[src/sv/brc_pkg.sv]
package brc_pkg;

    localparam int IDX_W        = 12;
    localparam int LEVEL_W      = 3;
    localparam int CFG_W        = 3;
    localparam int CFG_IDX_W    = 1;
    localparam int REM_W        = 2;
    localparam int LEVEL_LIMIT  = 6;

    localparam int DEF_MAX_LEVELS  = 6;
    localparam int DEF_INDEX_WIDTH = 12;

    localparam logic [CFG_W-1:0] FANOUT_RESET = 3'd2;
    localparam logic [CFG_W-1:0] TOP_RESET    = 3'd6;

    localparam logic [CFG_IDX_W-1:0] CFG_FANOUT = 1'b0;
    localparam logic [CFG_IDX_W-1:0] CFG_TOP    = 1'b1;

    typedef enum logic [2:0] {
        ST_IDLE  = 3'b001,
        ST_SETUP = 3'b010,
        ST_WALK  = 3'b100
    } state_t;

    typedef struct packed {
        logic load;
        logic emit_err;
        logic walk;
    } cmd_t;

    typedef struct packed {
        logic slot_free;
        logic range_bad;
        logic walk_final;
    } status_t;

    typedef struct packed {
        logic [IDX_W-1:0] quo;
        logic [REM_W-1:0] rem;
    } divmod_t;

endpackage

[src/sv/brc_ctrl.sv]
module brc_ctrl
    import brc_pkg::*;
(
    input  logic    aclk,
    input  logic    aresetn,
    input  logic    s_valid,
    output logic    s_ready,
    input  status_t status,
    output cmd_t    cmd
);

    state_t state_reg, state_next;

    always_ff @(posedge aclk) begin
        if (!aresetn) begin
            state_reg <= ST_IDLE;
        end else begin
            state_reg <= state_next;
        end
    end

    always_comb begin
        state_next = state_reg;
        cmd        = '0;
        s_ready    = 1'b0;
        case (state_reg)
            ST_IDLE: begin
                s_ready = 1'b1;
                if (s_valid) begin
                    cmd.load   = 1'b1;
                    state_next = ST_SETUP;
                end
            end
            ST_SETUP: begin
                // A rejected range gives its single error item as soon as the
                // output register has room.
                if (status.range_bad) begin
                    if (status.slot_free) begin
                        cmd.emit_err = 1'b1;
                        state_next   = ST_IDLE;
                    end
                end else begin
                    state_next = ST_WALK;
                end
            end
            ST_WALK: begin
                if (status.slot_free) begin
                    cmd.walk = 1'b1;
                    if (status.walk_final) begin
                        state_next = ST_IDLE;
                    end
                end
            end
            default: begin
                state_next = ST_IDLE;
            end
        endcase
    end

endmodule

[src/sv/brc_datapath.sv]
module brc_datapath
    import brc_pkg::*;
#(
    parameter int MAX_LEVELS  = DEF_MAX_LEVELS,
    parameter int INDEX_WIDTH = DEF_INDEX_WIDTH
) (
    input  logic                 aclk,
    input  logic                 aresetn,
    input  logic                 cfg_wr_en,
    input  logic [CFG_IDX_W-1:0] cfg_index,
    input  logic [CFG_W-1:0]     cfg_data,
    input  logic [IDX_W-1:0]     s_range_first,
    input  logic [IDX_W-1:0]     s_range_last,
    output logic                 m_valid,
    input  logic                 m_ready,
    output logic [LEVEL_W-1:0]   m_node_level,
    output logic [IDX_W-1:0]     m_node_index,
    output logic                 m_last_node,
    output logic                 m_range_error,
    input  cmd_t                 cmd,
    output status_t              status
);

    localparam logic [IDX_W-1:0]   INDEX_MASK = {IDX_W{1'b1}} >> (IDX_W - INDEX_WIDTH);
    localparam logic [LEVEL_W-1:0] TOP_LIMIT  = LEVEL_W'(MAX_LEVELS);

    // Number of leaves of a tree with the given fanout and height. The fanout
    // is always 2, 3 or 4 here, so powers of two are shifts and powers of
    // three come from a short table.
    function automatic logic [IDX_W:0] tree_leaves(input logic [CFG_W-1:0] f,
                                                   input logic [LEVEL_W-1:0] t);
        logic [IDX_W:0] p;
        p = '0;
        case (f)
            3'd2: begin
                p = (IDX_W + 1)'(1) << t;
            end
            3'd3: begin
                case (t)
                    3'd0:    p = (IDX_W + 1)'(1);
                    3'd1:    p = (IDX_W + 1)'(3);
                    3'd2:    p = (IDX_W + 1)'(9);
                    3'd3:    p = (IDX_W + 1)'(27);
                    3'd4:    p = (IDX_W + 1)'(81);
                    3'd5:    p = (IDX_W + 1)'(243);
                    default: p = (IDX_W + 1)'(729);
                endcase
            end
            default: begin
                p = (IDX_W + 1)'(1) << {t, 1'b0};
            end
        endcase
        return p;
    endfunction

    // Quotient and remainder by a fanout of 2, 3 or 4. Division by three uses
    // the reciprocal 2731/8192, which is exact for every 12-bit value.
    function automatic divmod_t split_by_fanout(input logic [IDX_W-1:0] x,
                                                input logic [CFG_W-1:0] f);
        divmod_t          res;
        logic [23:0]      prod;
        logic [IDX_W-1:0] q3;
        prod = 24'(x) * 24'd2731;
        res  = '0;
        q3   = '0;
        case (f)
            3'd2: begin
                res.quo = x >> 1;
                res.rem = {1'b0, x[0]};
            end
            3'd3: begin
                res.quo = IDX_W'(prod[23:13]);
                q3      = (res.quo << 1) + res.quo;
                res.rem = REM_W'(x - q3);
            end
            default: begin
                res.quo = x >> 2;
                res.rem = x[1:0];
            end
        endcase
        return res;
    endfunction

    logic [CFG_W-1:0]   fanout_reg, top_reg;
    logic [CFG_W-1:0]   fanout_eff;
    logic [LEVEL_W-1:0] top_eff;

    logic [IDX_W-1:0]   lo_reg, lo_next, hi_reg, hi_next;
    logic [LEVEL_W-1:0] level_reg, level_next;
    logic               right_reg, right_next;

    logic               valid_reg, valid_next;
    logic [LEVEL_W-1:0] olevel_reg, olevel_next;
    logic [IDX_W-1:0]   oindex_reg, oindex_next;
    logic               olast_reg, olast_next;
    logic               oerr_reg, oerr_next;

    divmod_t            lo_dm, hi_dm;
    logic               at_top, lo_lt_hi, take_left, take_right, finish, emit;
    logic [REM_W-1:0]   last_child;

    always_ff @(posedge aclk) begin
        if (!aresetn) begin
            fanout_reg <= FANOUT_RESET;
            top_reg    <= TOP_RESET;
        end else if (cfg_wr_en) begin
            case (cfg_index)
                CFG_FANOUT: fanout_reg <= cfg_data;
                CFG_TOP:    top_reg    <= cfg_data;
                default:    ;
            endcase
        end
    end

    assign fanout_eff = (fanout_reg < 3'd2) ? 3'd2 : ((fanout_reg > 3'd4) ? 3'd4 : fanout_reg);
    assign top_eff    = (top_reg > TOP_LIMIT) ? TOP_LIMIT : top_reg;
    assign last_child = REM_W'(fanout_eff - 3'd1);

    assign lo_dm    = split_by_fanout(lo_reg, fanout_eff);
    assign hi_dm    = split_by_fanout(hi_reg, fanout_eff);
    assign at_top   = (level_reg == top_eff);
    assign lo_lt_hi = (lo_reg < hi_reg);

    // The left end walks first; once it stops, only the right end walks
    // until both ends climb together.
    assign take_left  = !right_reg && (lo_dm.rem != '0 || at_top) && lo_lt_hi;
    assign take_right = !take_left && (hi_dm.rem != last_child || at_top) && lo_lt_hi;
    assign finish     = !take_left && !take_right && ((lo_reg == hi_reg) || at_top);
    assign emit       = cmd.emit_err || (cmd.walk && (take_left || take_right || finish));

    always_comb begin
        status.slot_free  = !valid_reg || m_ready;
        status.range_bad  = (lo_reg > hi_reg) ||
                            ({1'b0, hi_reg} >= tree_leaves(fanout_eff, top_eff));
        status.walk_final = finish;
    end

    always_comb begin
        lo_next    = lo_reg;
        hi_next    = hi_reg;
        level_next = level_reg;
        right_next = right_reg;
        if (cmd.load) begin
            lo_next    = s_range_first;
            hi_next    = s_range_last;
            level_next = '0;
            right_next = 1'b0;
        end else if (cmd.walk) begin
            if (take_left) begin
                lo_next = lo_reg + 1'b1;
            end else if (take_right) begin
                hi_next    = hi_reg - 1'b1;
                right_next = 1'b1;
            end else if (!finish) begin
                lo_next    = lo_dm.quo;
                hi_next    = hi_dm.quo;
                level_next = level_reg + 1'b1;
                right_next = 1'b0;
            end
        end
    end

    always_comb begin
        valid_next  = valid_reg;
        olevel_next = olevel_reg;
        oindex_next = oindex_reg;
        olast_next  = olast_reg;
        oerr_next   = oerr_reg;
        if (emit) begin
            valid_next = 1'b1;
            if (cmd.emit_err) begin
                olevel_next = '0;
                oindex_next = '0;
                olast_next  = 1'b1;
                oerr_next   = 1'b1;
            end else begin
                olevel_next = level_reg;
                oindex_next = (take_right ? hi_reg : lo_reg) & INDEX_MASK;
                olast_next  = finish;
                oerr_next   = 1'b0;
            end
        end else if (m_ready) begin
            valid_next = 1'b0;
        end
    end

    always_ff @(posedge aclk) begin
        if (!aresetn) begin
            valid_reg <= 1'b0;
            right_reg <= 1'b0;
            level_reg <= '0;
        end else begin
            valid_reg <= valid_next;
            right_reg <= right_next;
            level_reg <= level_next;
        end
    end

    always_ff @(posedge aclk) begin
        lo_reg     <= lo_next;
        hi_reg     <= hi_next;
        olevel_reg <= olevel_next;
        oindex_reg <= oindex_next;
        olast_reg  <= olast_next;
        oerr_reg   <= oerr_next;
    end

    assign m_valid       = valid_reg;
    assign m_node_level  = olevel_reg;
    assign m_node_index  = oindex_reg;
    assign m_last_node   = olast_reg;
    assign m_range_error = oerr_reg;

endmodule

[src/sv/best_range_cover_core.sv]
// Channel   Direction  Handshake           Payload
// s_        in         s_valid / s_ready   s_range_first, s_range_last
// m_        out        m_valid / m_ready   m_node_level, m_node_index, m_last_node,
//                                          m_range_error
// cfg_      in         cfg_wr_en           cfg_index, cfg_data
//
// An item is accepted while idle, its range is checked in the setup state, and the walk then
// gives one cover node per cycle while the output has room; at most 37 nodes, 6 level climbs.
// The walk sequencer handles one range at a time; s_ready is high only while it is idle.
// A full output register that is not taken stalls the walk, one node per free slot.
// Reset is synchronous and active low; it restores fanout 2 and top level 6.
module best_range_cover_core
    import brc_pkg::*;
#(
    parameter int MAX_LEVELS  = DEF_MAX_LEVELS,
    parameter int INDEX_WIDTH = DEF_INDEX_WIDTH
) (
    input  logic                 aclk,
    input  logic                 aresetn,
    input  logic                 cfg_wr_en,
    input  logic [CFG_IDX_W-1:0] cfg_index,
    input  logic [CFG_W-1:0]     cfg_data,
    input  logic                 s_valid,
    output logic                 s_ready,
    input  logic [IDX_W-1:0]     s_range_first,
    input  logic [IDX_W-1:0]     s_range_last,
    output logic                 m_valid,
    input  logic                 m_ready,
    output logic [LEVEL_W-1:0]   m_node_level,
    output logic [IDX_W-1:0]     m_node_index,
    output logic                 m_last_node,
    output logic                 m_range_error
);

    cmd_t    cmd;
    status_t status;

    brc_ctrl u_ctrl (
        .aclk    (aclk),
        .aresetn (aresetn),
        .s_valid (s_valid),
        .s_ready (s_ready),
        .status  (status),
        .cmd     (cmd)
    );

    brc_datapath #(
        .MAX_LEVELS  (MAX_LEVELS),
        .INDEX_WIDTH (INDEX_WIDTH)
    ) u_datapath (
        .aclk          (aclk),
        .aresetn       (aresetn),
        .cfg_wr_en     (cfg_wr_en),
        .cfg_index     (cfg_index),
        .cfg_data      (cfg_data),
        .s_range_first (s_range_first),
        .s_range_last  (s_range_last),
        .m_valid       (m_valid),
        .m_ready       (m_ready),
        .m_node_level  (m_node_level),
        .m_node_index  (m_node_index),
        .m_last_node   (m_last_node),
        .m_range_error (m_range_error),
        .cmd           (cmd),
        .status        (status)
    );

    // The sequencer never advances into a full output register.
    a_walk_has_room: assert property (@(posedge aclk) disable iff (!aresetn)
        (cmd.walk || cmd.emit_err) |-> status.slot_free)
        else $error("walk step issued without a free output slot");

    // An error item and a walk step are never issued together.
    a_single_source: assert property (@(posedge aclk) disable iff (!aresetn)
        !(cmd.walk && cmd.emit_err))
        else $error("error item and walk step in the same cycle");

    // After an item is accepted the block is busy for at least the setup cycle.
    a_busy_after_accept: assert property (@(posedge aclk) disable iff (!aresetn)
        (s_valid && s_ready) |=> !s_ready)
        else $error("input accepted while a range is still being walked");

    // A rejected range always closes with its single error item.
    a_error_is_last: assert property (@(posedge aclk) disable iff (!aresetn)
        (m_valid && m_range_error) |-> m_last_node)
        else $error("error item not marked as last");

endmodule

[config.mk]
export PLATFORM = sky130hd
export DESIGN_NAME = best_range_cover_core
export DESIGN_NICKNAME = d
export VERILOG_FILES = /design/src/sv/brc_pkg.sv /design/src/sv/brc_ctrl.sv /design/src/sv/brc_datapath.sv /design/src/sv/best_range_cover_core.sv
export SDC_FILE = /design/constraint.sdc
export NUM_CORES = 1
export LEC_CHECK = 0
export BUFFER_PORTS_ARGS = -buffer_cell sky130_fd_sc_hd__buf_2
export CAP_MARGIN = 20
export CORE_MARGIN = 5
export CORE_UTILIZATION = 55
export DETAILED_ROUTE_END_ITERATION = 7
export PLACE_DENSITY_LB_ADDON = 0.12
export SLEW_MARGIN = 20
export SYNTH_ARGS = -nofsm -noshare
export SYNTH_HDL_FRONTEND = slang
export SYNTH_HIERARCHICAL = 1
export SYNTH_SLANG_ARGS = --single-unit
export TNS_END_PERCENT = 20
[constraint.sdc]
create_clock -name aclk -period 7.1 [get_ports aclk]
set_clock_uncertainty 0.15 [all_clocks]
set_input_delay 0 -clock aclk [delete_from_list [all_inputs] [get_ports aclk]]
set_output_delay 0 -clock aclk [all_outputs]
set_load 0.1 [all_outputs]
==> metrics.txt <==
post-synthesis cell type count 95; crit path kind flip-flop to flip-flop; # DRC 0; Period minus WS final 6.73 ns; GR Overflow Total 0; initial drt markers 748; area fraction of the dominant cell type after synthesis 0.271; Die X 143 um; GP Congestion 0.910; vias in the first global route 8,129; Final Slew Violations 0; final net count 1,440; CTS max path bufs 2; largest net degree at the start of global routing 38; share of layout cells above drive strength 1 0.145; nature of the critical path endpoint flip-flop; total area of sequential cells 1510 sq um; CTS sink count 55; Max Fclk 149 MHz; Mapped Area 9750 sq um; CTS clock-pin slew for the worst setup and hold paths 0.07 ns; EDFF count, synth 41; final instance area 11,100 sq um; die area 20,500 sq um; Mapped Cells 1,013; via count 7,899; n_diodes 0; count of synthesis-stage warnings from yosys 6; synthesis-stage register bit count 55; H-tree depth 2; TritonCTS clock tree done; hold crit path type input port to flip-flop; internal reg-to-reg setup slack 0.37 ns; placed cell count 1,299; Filler cells 1,498; Top Ports 52; Net Count, Synth 1,333; num rows 48; Critical Path RT 7.00 ns; biggest area consumer among synthesized cells ha_1; Clock Root Buffer clkbuf_16; Min Hold Slack 0.0989 ns; crit path DAT 6.63 ns; GRT Util Overall 0.267; Vias/cell 5.87; DRT antenna net count 0; final setup TNS 0 ns; worst-path fanout max 11; top_reg_cell synth edfxtp_1; Avg Cell Area, Syn 9.63 sq um; post-synthesis sequential area ratio 0.155; Routed WL 26,600 um; PortBufs 51; wire length per cell 19.8 um; Starting Density 0.562; first-pass GRT wire length 42,600 um; area taken by multi-input logic gates 7570 sq um; total of max-cap violations 0; Core ar. 17,400 sq um; RSZ-0062 raised after global routing false; Async S/R FF share, synth 0; non-filler cells, final 1,346; CTS buffer count 5; HPWL Detailed 21,200 um; Setup Viol. Count Final 0; Fin. Hold Viols 0; P&R area growth vs syn 13.6%; worst slew pin tran 1.01 ns; synth top area cells ha_1, fa_1, edfxtp_1, inv_1, dfxtp_1; status complete, no violations; Clock Latency Late Sink 0.30 ns; DP Area 10,400 sq um; Setup crit start kind flip-flop; Slew Limit Headroom 0.309; Die Y 143 um; initial antenna violation count 0; drt first pass iters 5; Tcrit/Tclk final 0.948
-- area by class of cell --
| type | count | area share |
|---|---|---|
| clock buffers | 5 | 0.0113 |
| clock inverters | 3 | 0.00395 |
| inverters | 150 | 0.0508 |
| multi-input cells | 776 | 0.684 |
| flip-flops and latches | 55 | 0.136 |
| well taps | 225 | 0.0254 |
| repair buffers | 132 | 0.0882 |
-- Yosys cell counts, drive strengths merged (3+ instances only) --
master / n
o21bai: 4
nand4b: 3
nand4: 15
and3: 9
edfxtp: 41
mux2i: 12
a21oi: 43
mux2: 5
buf: 13
and2: 4
dfxtp: 14
a21o: 14
o31ai: 7
o211ai: 4
a222oi: 10
clkbuf: 19
xnor2: 32
a2111oi: 3
a311oi: 4
a221oi: 5
nand3: 33
nor2: 37
o221a: 4
a22oi: 13
nand3b: 5
inv: 150
a211oi: 7
nand2: 55
fa: 76
nor2b: 13
o21ai: 54
o21a: 7
a21boi: 5
nand2b: 9
a31oi: 5
ha: 211
nor3: 10
xor2: 16
or2: 4
-- stage by stage --
step	utilization	worst slack, ns
after global routing	0.638	0.0377
after detailed placement	0.602	0.165
after global placement	0.602	0.345
after CTS	0.631	0.119
after floorplan	-	0.249
final	0.638	0.367
-- path summary, 6_finish.rpt --
| kind | depth (start not counted) | endpoint | startpoint |
|---|---|---|---|
| max | 25 | u_datapath/m_node_index[9] | u_datapath/hi_reg[3] |
| min | 4 | u_datapath/hi_reg[4] | s_range_last[4] |
| max reg2reg | 25 | u_datapath/m_node_index[9] | u_datapath/hi_reg[3] |
| min reg2reg | 2 | u_datapath/right_reg | u_datapath/right_reg |
-- layer usage --
| metal | track usage | vias up | part of all wire |
|---|---|---|---|
| met5 | 0 | - | 0 |
| met4 | 0.0805 | 0 | 0.032 |
| met3 | 0.0295 | 52 | 0.061 |
| met2 | 0.464 | 271 | 0.49 |
| met1 | 0.351 | 3761 | 0.42 |
| li1 | - | 3815 | - |
-- critical path, stage by stage (launching register included) --
cell	delay, ns
edfxtp_1	0.46
ha_1	0.39
fa_1	0.52
inv_1	0.05
fa_1	0.51
inv_1	0.06
fa_1	0.52
fa_1	0.50
ha_1	0.33
o21ai_1	0.17
nor2_1	0.11
mux2i_2	0.20
nand2_2	0.11
ha_1	0.31
inv_1	0.04
ha_1	0.27
xor2_1	0.17
a22oi_2	0.17
xnor2_2	0.11
nand4b_1	0.19
nor3_2	0.06
mux2i_2	0.28
o311ai_4	0.16
buf_6	0.18
o21ai_0	0.31
a21oi_1	0.13
-- kinds of logic (layout without fill, tap and decap cells) --
logic type                 Yosys count  count (layout)  share of synthesized area
DFF                                 55              55                      0.155
xor gates and xnor gates            50              50                     0.0479
muxes                               17              17                     0.0192
and+or+nand+nor                    209             209                      0.113
other                                1               1                   0.000385
adders and majority gates          287             287                      0.427
buffers and inverters              182             290                     0.0766
AOI/OAI and AO/OA                  212             212                      0.162
-- what timing repair did --
action                     in CTS  in global routing
setup buffers                   0                  5
hold buffers                   34                  0
gates resized for setup         0                 15
setup endpoints to repair       0                 71
hold endpoints to repair       33                  0
-- cells in the final DEF (no fill, tap or decap), types with 16 or more instances in the layout --
cell / instances
ha_1: 211
nor2_1: 33
a21oi_1: 39
fa_1: 76
dlygate4sd3_1: 34
xor2_1: 16
buf_4: 44
edfxtp_1: 41
nand2_1: 52
inv_1: 150
o21ai_0: 44
xnor2_1: 30
buf_2: 51
nand3_1: 32
Power is not shown: default switching activity piles up to over one toggle a cycle in this logic, so the estimate is an artifact.
